[config.mk]
export PLATFORM = sky130hd
export DESIGN_NAME = lottery_task_scheduler
export DESIGN_NICKNAME = d
export VERILOG_FILES = /design/src/hdl/lts_pkg.sv /design/src/hdl/lts_table.sv /design/src/hdl/lts_div.sv /design/src/hdl/lottery_task_scheduler.sv
export SDC_FILE = /design/constraint.sdc
export NUM_CORES = 2
export LEC_CHECK = 0
export BUFFER_PORTS_ARGS = -buffer_cell sky130_fd_sc_hd__buf_4
export CELL_PAD_IN_SITES_DETAIL_PLACEMENT = 1
export CELL_PAD_IN_SITES_GLOBAL_PLACEMENT = 1
export CORE_ASPECT_RATIO = 0.6
export CORE_MARGIN = 3
export CORE_UTILIZATION = 59
export CTS_BUF_LIST = sky130_fd_sc_hd__clkbuf_8 sky130_fd_sc_hd__clkbuf_16
export DETAILED_ROUTE_END_ITERATION = 10
export HOLD_SLACK_MARGIN = 0.06
export MAX_ROUTING_LAYER = met4
export PLACE_DENSITY_LB_ADDON = 0.1
export SKIP_CTS_REPAIR_TIMING = 1
export SLEW_MARGIN = 20
export SYNTH_ARGS = -nofsm -noshare
export SYNTH_HDL_FRONTEND = slang
export SYNTH_SLANG_ARGS = --single-unit
[constraint.sdc]
create_clock -name clk -period 18.2 [get_ports clk]
set_clock_uncertainty 0.15 [all_clocks]
set_input_delay 0.91 -clock clk [delete_from_list [all_inputs] [get_ports clk]]
set_output_delay 0.91 -clock clk [all_outputs]
set_load 0.05 [all_outputs]
[src/hdl/lts_pkg.sv]
// ----------------------------------------------------------------------------
// lts_pkg
// Shared types, constants and helpers of the lottery task scheduler.
// ----------------------------------------------------------------------------
`default_nettype none

package lts_pkg;

  // table geometry
  localparam int NUM_ENTRIES = 64;
  localparam int TICKET_BITS = 8;
  localparam int ADDR_W      = $clog2(NUM_ENTRIES);
  localparam int CNT_W       = $clog2(NUM_ENTRIES + 1);
  localparam logic [CNT_W-1:0] LAST_CNT = CNT_W'(NUM_ENTRIES);

  // fixed field widths of the words
  localparam int IDX_W    = 6;
  localparam int CPU_W    = 3;
  localparam int STAT_W   = 2;
  localparam int TKIN_W   = 8;
  localparam int TOTOUT_W = 14;

  // ticket arithmetic
  localparam int TOTAL_W = $clog2(NUM_ENTRIES * ((1 << TICKET_BITS) - 1) + 1);
  localparam int DVS_W   = TOTAL_W + 1;
  localparam int LFSR_W  = 16;
  localparam int DVD_W   = LFSR_W + 1;
  localparam logic [DVD_W-1:0] DRAW_RANGE = DVD_W'(1 << LFSR_W);
  localparam logic [LFSR_W-1:0] LFSR_SEED = 16'hACE1;
  localparam int PROD_W  = TICKET_BITS + DVD_W;
  localparam int ACC_W   = PROD_W + 1;

  // item kinds
  localparam logic MODE_WRITE = 1'b0;
  localparam logic MODE_SCHED = 1'b1;

  typedef enum logic [STAT_W-1:0] {
    TS_FREE,
    TS_RUNNABLE,
    TS_RUNNING,
    TS_BLOCKED
  } task_status_t;

  typedef enum logic [2:0] {
    ST_IDLE,
    ST_WRITE,
    ST_SCAN1,
    ST_DIV,
    ST_MUL,
    ST_DRAW,
    ST_SCAN2,
    ST_RESP
  } state_t;

  typedef struct packed {
    logic              mode;
    logic [IDX_W-1:0]  entry_index;
    logic [STAT_W-1:0] entry_status;
    logic [CPU_W-1:0]  entry_cpu;
    logic [TKIN_W-1:0] entry_tickets;
    logic [CPU_W-1:0]  this_cpu;
    logic              current_valid;
    logic [IDX_W-1:0]  current_index;
  } req_word_t;

  typedef struct packed {
    logic                chosen_valid;
    logic [IDX_W-1:0]    chosen_index;
    logic [TOTOUT_W-1:0] ticket_total;
  } rsp_word_t;

  typedef struct packed {
    task_status_t           status;
    logic [CPU_W-1:0]       cpu;
    logic [TICKET_BITS-1:0] tickets;
  } entry_t;

  typedef struct packed {
    logic              wr_en;
    logic [ADDR_W-1:0] wr_addr;
    entry_t            wr_data;
    logic              rd_en;
    logic [ADDR_W-1:0] rd_addr;
  } tbl_req_t;

  // one step of the fibonacci lfsr, taps 0, 2, 3, 5 into the top bit
  function automatic logic [LFSR_W-1:0] lfsr_step(input logic [LFSR_W-1:0] v);
    logic fb;
    fb = v[0] ^ v[2] ^ v[3] ^ v[5];
    return {fb, v[LFSR_W-1:1]};
  endfunction

endpackage

`default_nettype wire

[src/hdl/lts_table.sv]
// ----------------------------------------------------------------------------
// lts_table
// Task entry memory, one write and one registered read per cycle; entries
// never written since reset read as zero through per-entry valid bits.
// ----------------------------------------------------------------------------
`default_nettype none

module lts_table (
  input  wire logic              clk,
  input  wire logic              rst,
  input  wire lts_pkg::tbl_req_t req,
  output lts_pkg::entry_t        rd_data
);
  import lts_pkg::*;

  entry_t                 mem [NUM_ENTRIES];
  logic [NUM_ENTRIES-1:0] written;
  entry_t                 rd_raw;
  logic                   rd_ok;

  // storage array
  always_ff @(posedge clk) begin
    if (req.wr_en) begin
      mem[req.wr_addr] <= req.wr_data;
    end
    if (req.rd_en) begin
      rd_raw <= mem[req.rd_addr];
    end
  end

  // written flags, cleared by reset
  always_ff @(posedge clk) begin
    if (rst) begin
      written <= '0;
      rd_ok   <= 1'b0;
    end else begin
      if (req.wr_en) begin
        written[req.wr_addr] <= 1'b1;
      end
      if (req.rd_en) begin
        rd_ok <= written[req.rd_addr];
      end
    end
  end

  assign rd_data = rd_ok ? rd_raw : '0;

endmodule

`default_nettype wire

[src/hdl/lts_div.sv]
// ----------------------------------------------------------------------------
// lts_div
// Restoring serial divider: draw range over (total + 1), one quotient bit
// per cycle.
// ----------------------------------------------------------------------------
`default_nettype none

module lts_div (
  input  wire logic                       clk,
  input  wire logic                       rst,
  input  wire logic                       start,
  input  wire logic [lts_pkg::DVS_W-1:0]  divisor,
  output logic                            done,
  output logic [lts_pkg::DVD_W-1:0]       quotient
);
  import lts_pkg::*;

  localparam int STEP_W = $clog2(DVD_W + 1);

  logic [DVD_W-1:0]  dvd;
  logic [DVS_W-1:0]  rem;
  logic [DVS_W-1:0]  dvs;
  logic [STEP_W-1:0] steps;
  logic [DVS_W:0]    trial;
  logic [DVS_W:0]    diff;
  logic              ge;

  // trial subtract
  always_comb begin
    trial = {rem, dvd[DVD_W-1]};
    diff  = trial - {1'b0, dvs};
    ge    = trial >= {1'b0, dvs};
  end

  // step counter and done pulse
  always_ff @(posedge clk) begin
    if (rst) begin
      steps <= '0;
      done  <= 1'b0;
    end else if (start) begin
      steps <= STEP_W'(DVD_W);
      done  <= 1'b0;
    end else begin
      done <= (steps == STEP_W'(1));
      if (steps != '0) begin
        steps <= steps - STEP_W'(1);
      end
    end
  end

  // remainder and quotient shift
  always_ff @(posedge clk) begin
    if (start) begin
      dvd <= DRAW_RANGE;
      rem <= '0;
      dvs <= divisor;
    end else if (steps != '0) begin
      rem <= ge ? diff[DVS_W-1:0] : trial[DVS_W-1:0];
      dvd <= {dvd[DVD_W-2:0], ge};
    end
  end

  assign quotient = dvd;

endmodule

`default_nettype wire

[src/hdl/lottery_task_scheduler.sv]
// ----------------------------------------------------------------------------
// lottery_task_scheduler
// Task table with lottery selection per asking cpu.
// ----------------------------------------------------------------------------
// write word: result registered after the ST_WRITE and ST_RESP states; next word taken back in idle
// schedule word: result after one scan of the entry memory at a zero total, else its wait is
//   set by any redraws, by two scans of the entry memory (one read per entry each), the
//   17-bit serial divider and the winner's position
// a held-off result adds its wait; one word at a time
// reset: table reads as all free, lfsr back to its seed; takes effect at once
// ----------------------------------------------------------------------------
`default_nettype none

module lottery_task_scheduler (
  input  wire logic               clk,
  input  wire logic               rst,
  input  wire logic               req_valid,
  output logic                    req_ready,
  input  wire lts_pkg::req_word_t req,
  output logic                    rsp_valid,
  input  wire logic               rsp_ready,
  output lts_pkg::rsp_word_t      rsp
);
  import lts_pkg::*;

  state_t                 state;
  state_t                 state_next;
  req_word_t              req_q;
  tbl_req_t               tbl_req;
  entry_t                 tbl_rd;

  logic [CNT_W-1:0]       cnt;
  logic                   issue;
  logic                   rd_vld;
  logic [ADDR_W-1:0]      rd_idx;
  logic                   elig;
  logic                   p_vld;
  logic                   p_elig;
  logic [ADDR_W-1:0]      p_idx;
  logic [PROD_W-1:0]      prod;
  logic [ACC_W-1:0]       acc;
  logic [ACC_W-1:0]       acc_sum;

  logic [TOTAL_W-1:0]     total;
  task_status_t           cur_status;
  logic [CPU_W-1:0]       cur_cpu;
  logic                   cur_ok;
  logic                   scan1_done;
  logic                   scan2_end;

  logic                   div_start;
  logic                   div_done;
  logic [DVD_W-1:0]       quotient;
  logic [DVD_W-1:0]       divisor;
  logic [DVD_W-1:0]       limit;
  logic [LFSR_W-1:0]      lfsr;
  logic [LFSR_W-1:0]      lfsr_nx;
  logic                   draw_ok;

  logic                   found;
  logic                   res_chosen;
  logic [ADDR_W-1:0]      res_index;
  logic                   load_rsp;

  // scan helpers
  always_comb begin
    issue      = ((state == ST_SCAN1) || (state == ST_SCAN2)) && (cnt != LAST_CNT);
    elig       = (tbl_rd.status == TS_RUNNABLE) ||
                 ((tbl_rd.status == TS_RUNNING) && (tbl_rd.cpu == req_q.this_cpu));
    scan1_done = (cnt == LAST_CNT) && !rd_vld;
    scan2_end  = found || ((cnt == LAST_CNT) && !rd_vld && !p_vld);
    acc_sum    = acc + ACC_W'(prod);
    lfsr_nx    = lfsr_step(lfsr);
    draw_ok    = {1'b0, lfsr_nx} < limit;
    cur_ok     = req_q.current_valid &&
                 (32'(req_q.current_index) < NUM_ENTRIES) &&
                 (cur_status == TS_RUNNING) && (cur_cpu == req_q.this_cpu);
    load_rsp   = (state == ST_RESP) && (!rsp_valid || rsp_ready);
  end

  // next state
  always_comb begin
    state_next = state;
    case (state)
      ST_IDLE: begin
        if (req_valid) begin
          state_next = (req.mode == MODE_WRITE) ? ST_WRITE : ST_SCAN1;
        end
      end
      ST_WRITE: state_next = ST_RESP;
      ST_SCAN1: begin
        if (scan1_done) begin
          state_next = (total == '0) ? ST_RESP : ST_DIV;
        end
      end
      ST_DIV: begin
        if (div_done) begin
          state_next = ST_MUL;
        end
      end
      ST_MUL: state_next = ST_DRAW;
      ST_DRAW: begin
        if (draw_ok) begin
          state_next = ST_SCAN2;
        end
      end
      ST_SCAN2: begin
        if (scan2_end) begin
          state_next = ST_RESP;
        end
      end
      ST_RESP: begin
        if (load_rsp) begin
          state_next = ST_IDLE;
        end
      end
      default: state_next = ST_IDLE;
    endcase
  end

  // control outputs
  always_comb begin
    req_ready       = (state == ST_IDLE);
    div_start       = (state == ST_SCAN1) && scan1_done && (total != '0);
    tbl_req.wr_en   = (state == ST_WRITE) && (32'(req_q.entry_index) < NUM_ENTRIES);
    tbl_req.wr_addr = ADDR_W'(req_q.entry_index);
    tbl_req.wr_data = '{status:  task_status_t'(req_q.entry_status),
                        cpu:     req_q.entry_cpu,
                        tickets: req_q.entry_tickets[TICKET_BITS-1:0]};
    tbl_req.rd_en   = issue;
    tbl_req.rd_addr = cnt[ADDR_W-1:0];
  end

  // control registers
  always_ff @(posedge clk) begin
    if (rst) begin
      state  <= ST_IDLE;
      rd_vld <= 1'b0;
      p_vld  <= 1'b0;
      cnt    <= '0;
      found  <= 1'b0;
      lfsr   <= LFSR_SEED;
    end else begin
      state  <= state_next;
      rd_vld <= issue;
      p_vld  <= rd_vld && (state == ST_SCAN2);
      if ((state == ST_IDLE) || ((state == ST_DRAW) && draw_ok)) begin
        cnt <= '0;
      end else if (issue) begin
        cnt <= cnt + CNT_W'(1);
      end
      if (state == ST_IDLE) begin
        found <= 1'b0;
      end else if ((state == ST_SCAN2) && p_vld && p_elig && !found &&
                   (acc_sum > ACC_W'(lfsr))) begin
        found <= 1'b1;
      end
      if (state == ST_DRAW) begin
        lfsr <= lfsr_nx;
      end
    end
  end

  // datapath registers
  always_ff @(posedge clk) begin
    rd_idx <= cnt[ADDR_W-1:0];
    p_elig <= elig;
    p_idx  <= rd_idx;
    prod   <= PROD_W'(tbl_rd.tickets) * PROD_W'(divisor);

    if ((state == ST_IDLE) && req_valid) begin
      req_q      <= req;
      total      <= '0;
      cur_status <= TS_FREE;
      cur_cpu    <= '0;
      res_chosen <= 1'b0;
      res_index  <= '0;
    end

    // first scan: eligible ticket total and the current task's entry
    if ((state == ST_SCAN1) && rd_vld) begin
      if (elig) begin
        total <= total + TOTAL_W'(tbl_rd.tickets);
      end
      if (32'(rd_idx) == 32'(req_q.current_index)) begin
        cur_status <= tbl_rd.status;
        cur_cpu    <= tbl_rd.cpu;
      end
    end
    if ((state == ST_SCAN1) && scan1_done && (total == '0)) begin
      res_chosen <= cur_ok;
      res_index  <= cur_ok ? ADDR_W'(req_q.current_index) : '0;
    end

    // scale factor and acceptance limit
    if ((state == ST_DIV) && div_done) begin
      divisor <= (quotient == '0) ? DVD_W'(1) : quotient;
    end
    if (state == ST_MUL) begin
      limit <= DVD_W'(total * divisor);
    end

    // second scan: scaled running sum against the accepted draw
    if ((state == ST_DRAW) && draw_ok) begin
      acc <= '0;
    end else if ((state == ST_SCAN2) && p_vld && p_elig && !found) begin
      acc <= acc_sum;
      if (acc_sum > ACC_W'(lfsr)) begin
        res_chosen <= 1'b1;
        res_index  <= p_idx;
      end
    end
  end

  // result register
  always_ff @(posedge clk) begin
    if (rst) begin
      rsp_valid <= 1'b0;
    end else if (load_rsp) begin
      rsp_valid <= 1'b1;
    end else if (rsp_ready) begin
      rsp_valid <= 1'b0;
    end
  end

  always_ff @(posedge clk) begin
    if (load_rsp) begin
      rsp.chosen_valid <= res_chosen;
      rsp.chosen_index <= IDX_W'(res_index);
      rsp.ticket_total <= TOTOUT_W'(total);
    end
  end

  lts_table u_table (
    .clk     (clk),
    .rst     (rst),
    .req     (tbl_req),
    .rd_data (tbl_rd)
  );

  lts_div u_div (
    .clk      (clk),
    .rst      (rst),
    .start    (div_start),
    .divisor  (DVS_W'(total) + DVS_W'(1)),
    .done     (div_done),
    .quotient (quotient)
  );

endmodule

`default_nettype wire
### Word-level counts from Yosys, hierarchy flattened

Memory sizes are Yosys's and may differ from the RTL's. A register that Yosys moved wholly into a read port is not among the register bits.
Cells that the tools add are included.

| word-level totals | value |
|---|---|
| flip-flop bits (word level) | 322 |
| bits in latches | 0 |
| bits in writable memories | 832 |
| ROM bits | 0 |
| bits of input ports | 34 |
| output and inout bits | 23 |
| logic and storage cells | 159 |
| memories | 1 |

| cells by class | value |
|---|---|
| add/sub/neg operators | 6 |
| multipliers | 2 |
| div/mod/pow operators | 0 |
| magnitude comparators | 6 |
| equality and inequality tests | 22 |
| shift-type cells | 0 |
| muxes and demuxes | 41 |
| bitwise gates (word level) | 4 |
| reduce and logical (&&, ||, !) cells | 40 |

Memories:

| name | words | bits a word | read ports | clocked after Yosys merged registers in | write ports | RTL line | source |
|---|---|---|---|---|---|---|---|
| u_table.mem | 64 | 13 | 1 | 1 | 1 | lts_table.sv:16 | `entry_t mem [NUM_ENTRIES];` |

Operators with widths:

| kind | count |
|---|---|
| $or A64 B64 Y64 | 1 |
| $mux W14 | 3 |
| $mux W6 | 6 |
| $mux W3 | 10 |
| $add A26 B25 Y26 | 1 |
| $gt A26 B16 Y1 | 1 |
| $mul A8 B17 Y25 | 1 |
| $pmux W3 S8 | 1 |
| $logic_and A1 B1 Y1 | 20 |
| $logic_not A17 Y1 | 1 |
| $lt A16 B17 Y1 | 1 |
| $mul A14 B17 Y17 | 1 |
| $ge A16 B15 Y1 | 1 |
| $add A14 B1 Y15 const B | 1 |
| $mux W15 | 1 |
| $sub A15 B15 Y15 | 1 |
| $add A14 B8 Y14 | 1 |
| $logic_not A14 Y1 | 1 |
| $lt A6 B7 Y1 const B | 2 |
| $reduce_bool A14 Y1 | 1 |
| $mux W13 | 1 |
| $eq A3 B3 Y1 const B | 4 |
| $mux W1 | 11 |
| $mux W5 | 2 |
| 25 further kinds | 47 |

### Logic depth before layout (Yosys ltp)

| depth | value |
|---|---|
| depth after elaboration | 8 |
| mapped depth | 23 |
| gate-level depth less buffers | 21 |

### Hierarchy

A second synthesis with hierarchy kept.

| second synthesis, totals | value |
|---|---|
| cells, all modules | 3812 |
| area total of the unflattened synthesis | 55565.8 µm² |

By module, submodules not included:

| module | instances | cells each | area each (µm²) | seq. area each (µm²) |
|---|---|---|---|---|
| lts_table | 1 | 1576 | 34773.4 | 26675.6 |
| lottery_task_scheduler | 1 | 1932 | 17997.3 | 4924.7 |
| lts_div | 1 | 304 | 2795.2 | 1211.2 |

### Worst setup path before layout

No wires, ideal clock.

| timing | value |
|---|---|
| path type | register to register |
| from | reg total[5] |
| to | reg limit[15] (data pin) |
| setup time | 258 ps |
| arrival time | 5346 ps |
| required time | 17792 ps |
| path slack | 12446 ps |
| cell stages (with the launch flop) | 20 |
| buffers on the path | 2 |
| period minus slack after synthesis | 5754 ps |
| cell sequence | dfxtp_1 clkbuf_1 clkbuf_1 nand2_1 fa_1 inv_1 fa_1 fa_1 fa_1 fa_1 inv_1 fa_1 inv_1 ha_1 or2_2 a21oi_1 inv_1 a31o_2 a21oi_1 xnor2_1 |

| between the ends | value |
|---|---|
| longest elaborated chain between the ends | 1 |

RTL lines:

| element | RTL line | source |
|---|---|---|
| from (decl) | lottery_task_scheduler.sv:44 | `logic [TOTAL_W-1:0] total;` |
| from (signal assigned) | lottery_task_scheduler.sv:183 | `total <= total + TOTAL_W'(tbl_rd.tickets);` |
| $mul A14 B17 Y17 | lottery_task_scheduler.sv:200 | `limit <= DVD_W'(total * divisor);` |
| to (signal assigned) | lottery_task_scheduler.sv:200 |  |
| to (decl) | lottery_task_scheduler.sv:55 | `logic [DVD_W-1:0] limit;` |

No other way between the ends.
A chain may end at the register's enable or synchronous reset.

### Worst setup path after layout

| timing | value |
|---|---|
| from | reg divisor[3] |
| to | reg prod[24] |

| between the ends | value |
|---|---|
| longest elaborated chain between the ends | 1 |

RTL lines:

| element | RTL line | source |
|---|---|---|
| from (decl) | lottery_task_scheduler.sv:54 | `logic [DVD_W-1:0] divisor;` |
| from (signal assigned) | lottery_task_scheduler.sv:197 | `divisor <= (quotient == '0) ? DVD_W'(1) : quotient;` |
| $mul A8 B17 Y25 | lottery_task_scheduler.sv:169 | `prod <= PROD_W'(tbl_rd.tickets) * PROD_W'(divisor);` |
| to (signal assigned) | lottery_task_scheduler.sv:169 |  |
| to (decl) | lottery_task_scheduler.sv:40 | `logic [PROD_W-1:0] prod;` |

No other way between the ends.

==> metrics <==
result of the run completed; cell with the most instances after synthesis edfxtp_1; via count 32955; Worst VDD drop 162 uV; Inserted Clock Buffers 102; Worst Setup End Kind flip-flop; # setup viols final 0; commonest cells in the netlist edfxtp_1, inv_1, mux4_2; Place WS 11.94 ns; num ports 57; Power Density 111 nW/um^2; Worst slew margin 21.9%; TritonRoute pass-1 iters 5; routed length per placed instance 31.8 um; Final Slew Violations 0; final worst slack 11.79 ns; Buf/Inv on CP 3; placed cell count 4800; pin slew with the least headroom to its limit 1.17 ns; Max FO, Critical Path 22; Worst setup SP type flip-flop; largest cells by area after synthesis edfxtp_1, mux4_2, dfxtp_1; #FFs+latches synth 1167; die height 242 um; Synth top area share 51.6%; ys flop type edfxtp_1; Tot Pwr 6.70 mW; Die X 400 um; Final period util 35.2%; Tightest Hold Check Type in -> reg; GRT overflow 0; area growth from synthesis to layout 9.90%; CP Cell Sequence nand2_1, fa_1, fa_1, inv_1, fa_1, inv_1, fa_1, inv_1, ha_1, a21oi_1, o211ai_1, a41o_1, or4_1, a31o_2, a21oi_2, o21ai_0, a2111o_1, o211a_1; Final Hold Fails 0; Total Wirelength 159 mm; CP required 18.66 ns; Mapped Cells 3641; first-pass GRT wire length 235 mm; Critical Path Slowest Stage Cell edfxtp_1; cell area after placement 56800 sq um; pin count of the biggest net entering global routing 115; setup TNS 0 ns; Yosys cell types 74; Clock Pin Slew Worst Setup and Hold Paths 0.07 ns; CP arrival 6.86 ns; Detail Placement HPWL 102 mm; DRC 0; layout cells sized above 1 17.4%; CP peak stage delay 1.01 ns; Starting Density 60.4%; max_cap viols 0; CTS tree yes; Yosys warning count 0; total global-route track usage 34.4%; Rows 85; DRT antenna net count 0; vias in the first global route 34071; Finished Layout Cells 5000; Static Leak 22.2 nW; Worst path top cell family by delay adder cells; gpl congestion 0.908; vias per cell 6.59; DIE AREA 96900 sq um; Sink Count 1167; final core occ 66.4%; post-route cell area 60400 sq um; DRT iter0 DRCs 4578; Clock Path Buffers 3; htree depth 3; critical path's most frequent cell fa_1; asr flop ratio synth 0%; maximum clock frequency 0.156 GHz; nets 4080; Post-synth EDFFs 944; leading area contributor after synthesis edfxtp_1; Syn Area/Cell 15.1 sq um; Hold Worst Slack 0.210 ns; Post-Syn Nets 4035; Buffers on Ports 56; fin crit period 6.41 ns; initial antenna violation count 7; core box area 90900 sq um; Netlist Area Pre-Place 54900 sq um; post-synthesis sequential area ratio 59.7%; later-pin clock latency in the skew report 0.73 ns; unrepaired setup endpoints after global routing false; CTS root buf clkbuf_16; CP Class reg -> reg
[where the power goes]
part           internal (mW)  leakage [nW]  total (mW)  switching [mW]
Sequential              3.11          10.3        3.26           0.150
Combinational          0.425          10.1        1.17           0.749
Clock                   1.22          1.77        2.27            1.05
Total                   4.75          22.2        6.70            1.95
[routing by layer]
metal / global-route usage, % / part of all wire [%]
met4: 6.74 / 2.1
met3: 8.49 / 12
met2: 48.1 / 44
met1: 52.1 / 42
met5: - / 0
[cell type report]
type | instances | area [sq um]
diodes | 7 | 17.5
clock buffers | 114 | 2720
clock inverters | 79 | 747
fillers | 8099 | 30600
inverters | 296 | 1110
multi-input cells | 1979 | 20300
flip-flops and latches | 1167 | 32800
well taps | 1218 | 1520
repair buffers | 140 | 1070
[path summary, 6_finish.rpt]
check                                start                  end  slack (ns)  depth (start not counted)
setup / recovery  divisor[3]$_SDFFCE_PN0P_     prod[24]$_DFF_P_       11.79                         18
hold / removal                     req[22]  req_q[22]$_DFFE_PP_        0.21                          1
setup reg to reg  divisor[3]$_SDFFCE_PN0P_     prod[24]$_DFF_P_       11.79                         18
hold reg to reg          rd_idx[1]$_DFF_P_     p_idx[1]$_DFF_P_        0.28                          0
[flip-flops by register name, indices dropped and copies added, names as in the netlist, 2 cells and up]
signal,cells
acc,26
cnt,7
cur_cpu,3
cur_status,2
divisor,17
lfsr,16
limit,17
p_idx,6
prod,25
rd_idx,6
req_q,29
res_index,6
rsp,21
state,3
total,14
u_div.dvs,15
u_div.quotient,17
u_div.rem,15
u_div.steps,5
u_table.mem,832
u_table.rd_raw,13
u_table.written,64
[kinds of logic (layout without fill, tap and decap cells)]
family / Yosys count / in the layout / share of synthesized area (%)
xor gates and xnor gates: 132 / 132 / 2.11
AOI/OAI and AO/OA: 401 / 401 / 4.86
muxes: 306 / 306 / 12.3
adders and majority gates: 360 / 360 / 10.7
other: 0 / 7 / 0
DFF: 1167 / 1167 / 59.7
buffers and inverters: 495 / 629 / 3.40
and+or+nand+nor: 780 / 780 / 6.86
[placed cells by master (no fill, tap or decap), drive strengths merged, types with 6 or more instances in the layout]
master / instances
nand4: 18
clkinv: 42
nor2: 165
or3: 6
nand2: 252
bufinv: 9
xor2: 41
a21oi: 128
dfxtp: 223
clkbuf: 114
a211oi: 12
inv: 319
ha: 175
o21ai: 63
o31ai: 6
fa: 185
mux2: 7
nor4: 13
o211ai: 19
nor2b: 15
nor3: 33
xnor2: 91
o21a: 76
a21o: 35
nand3: 47
and3: 128
edfxtp: 944
buf: 140
o21bai: 10
and2: 75
nand2b: 9
diode: 7
mux4: 294
a22o: 6
(Power assumes the default switching activity.)
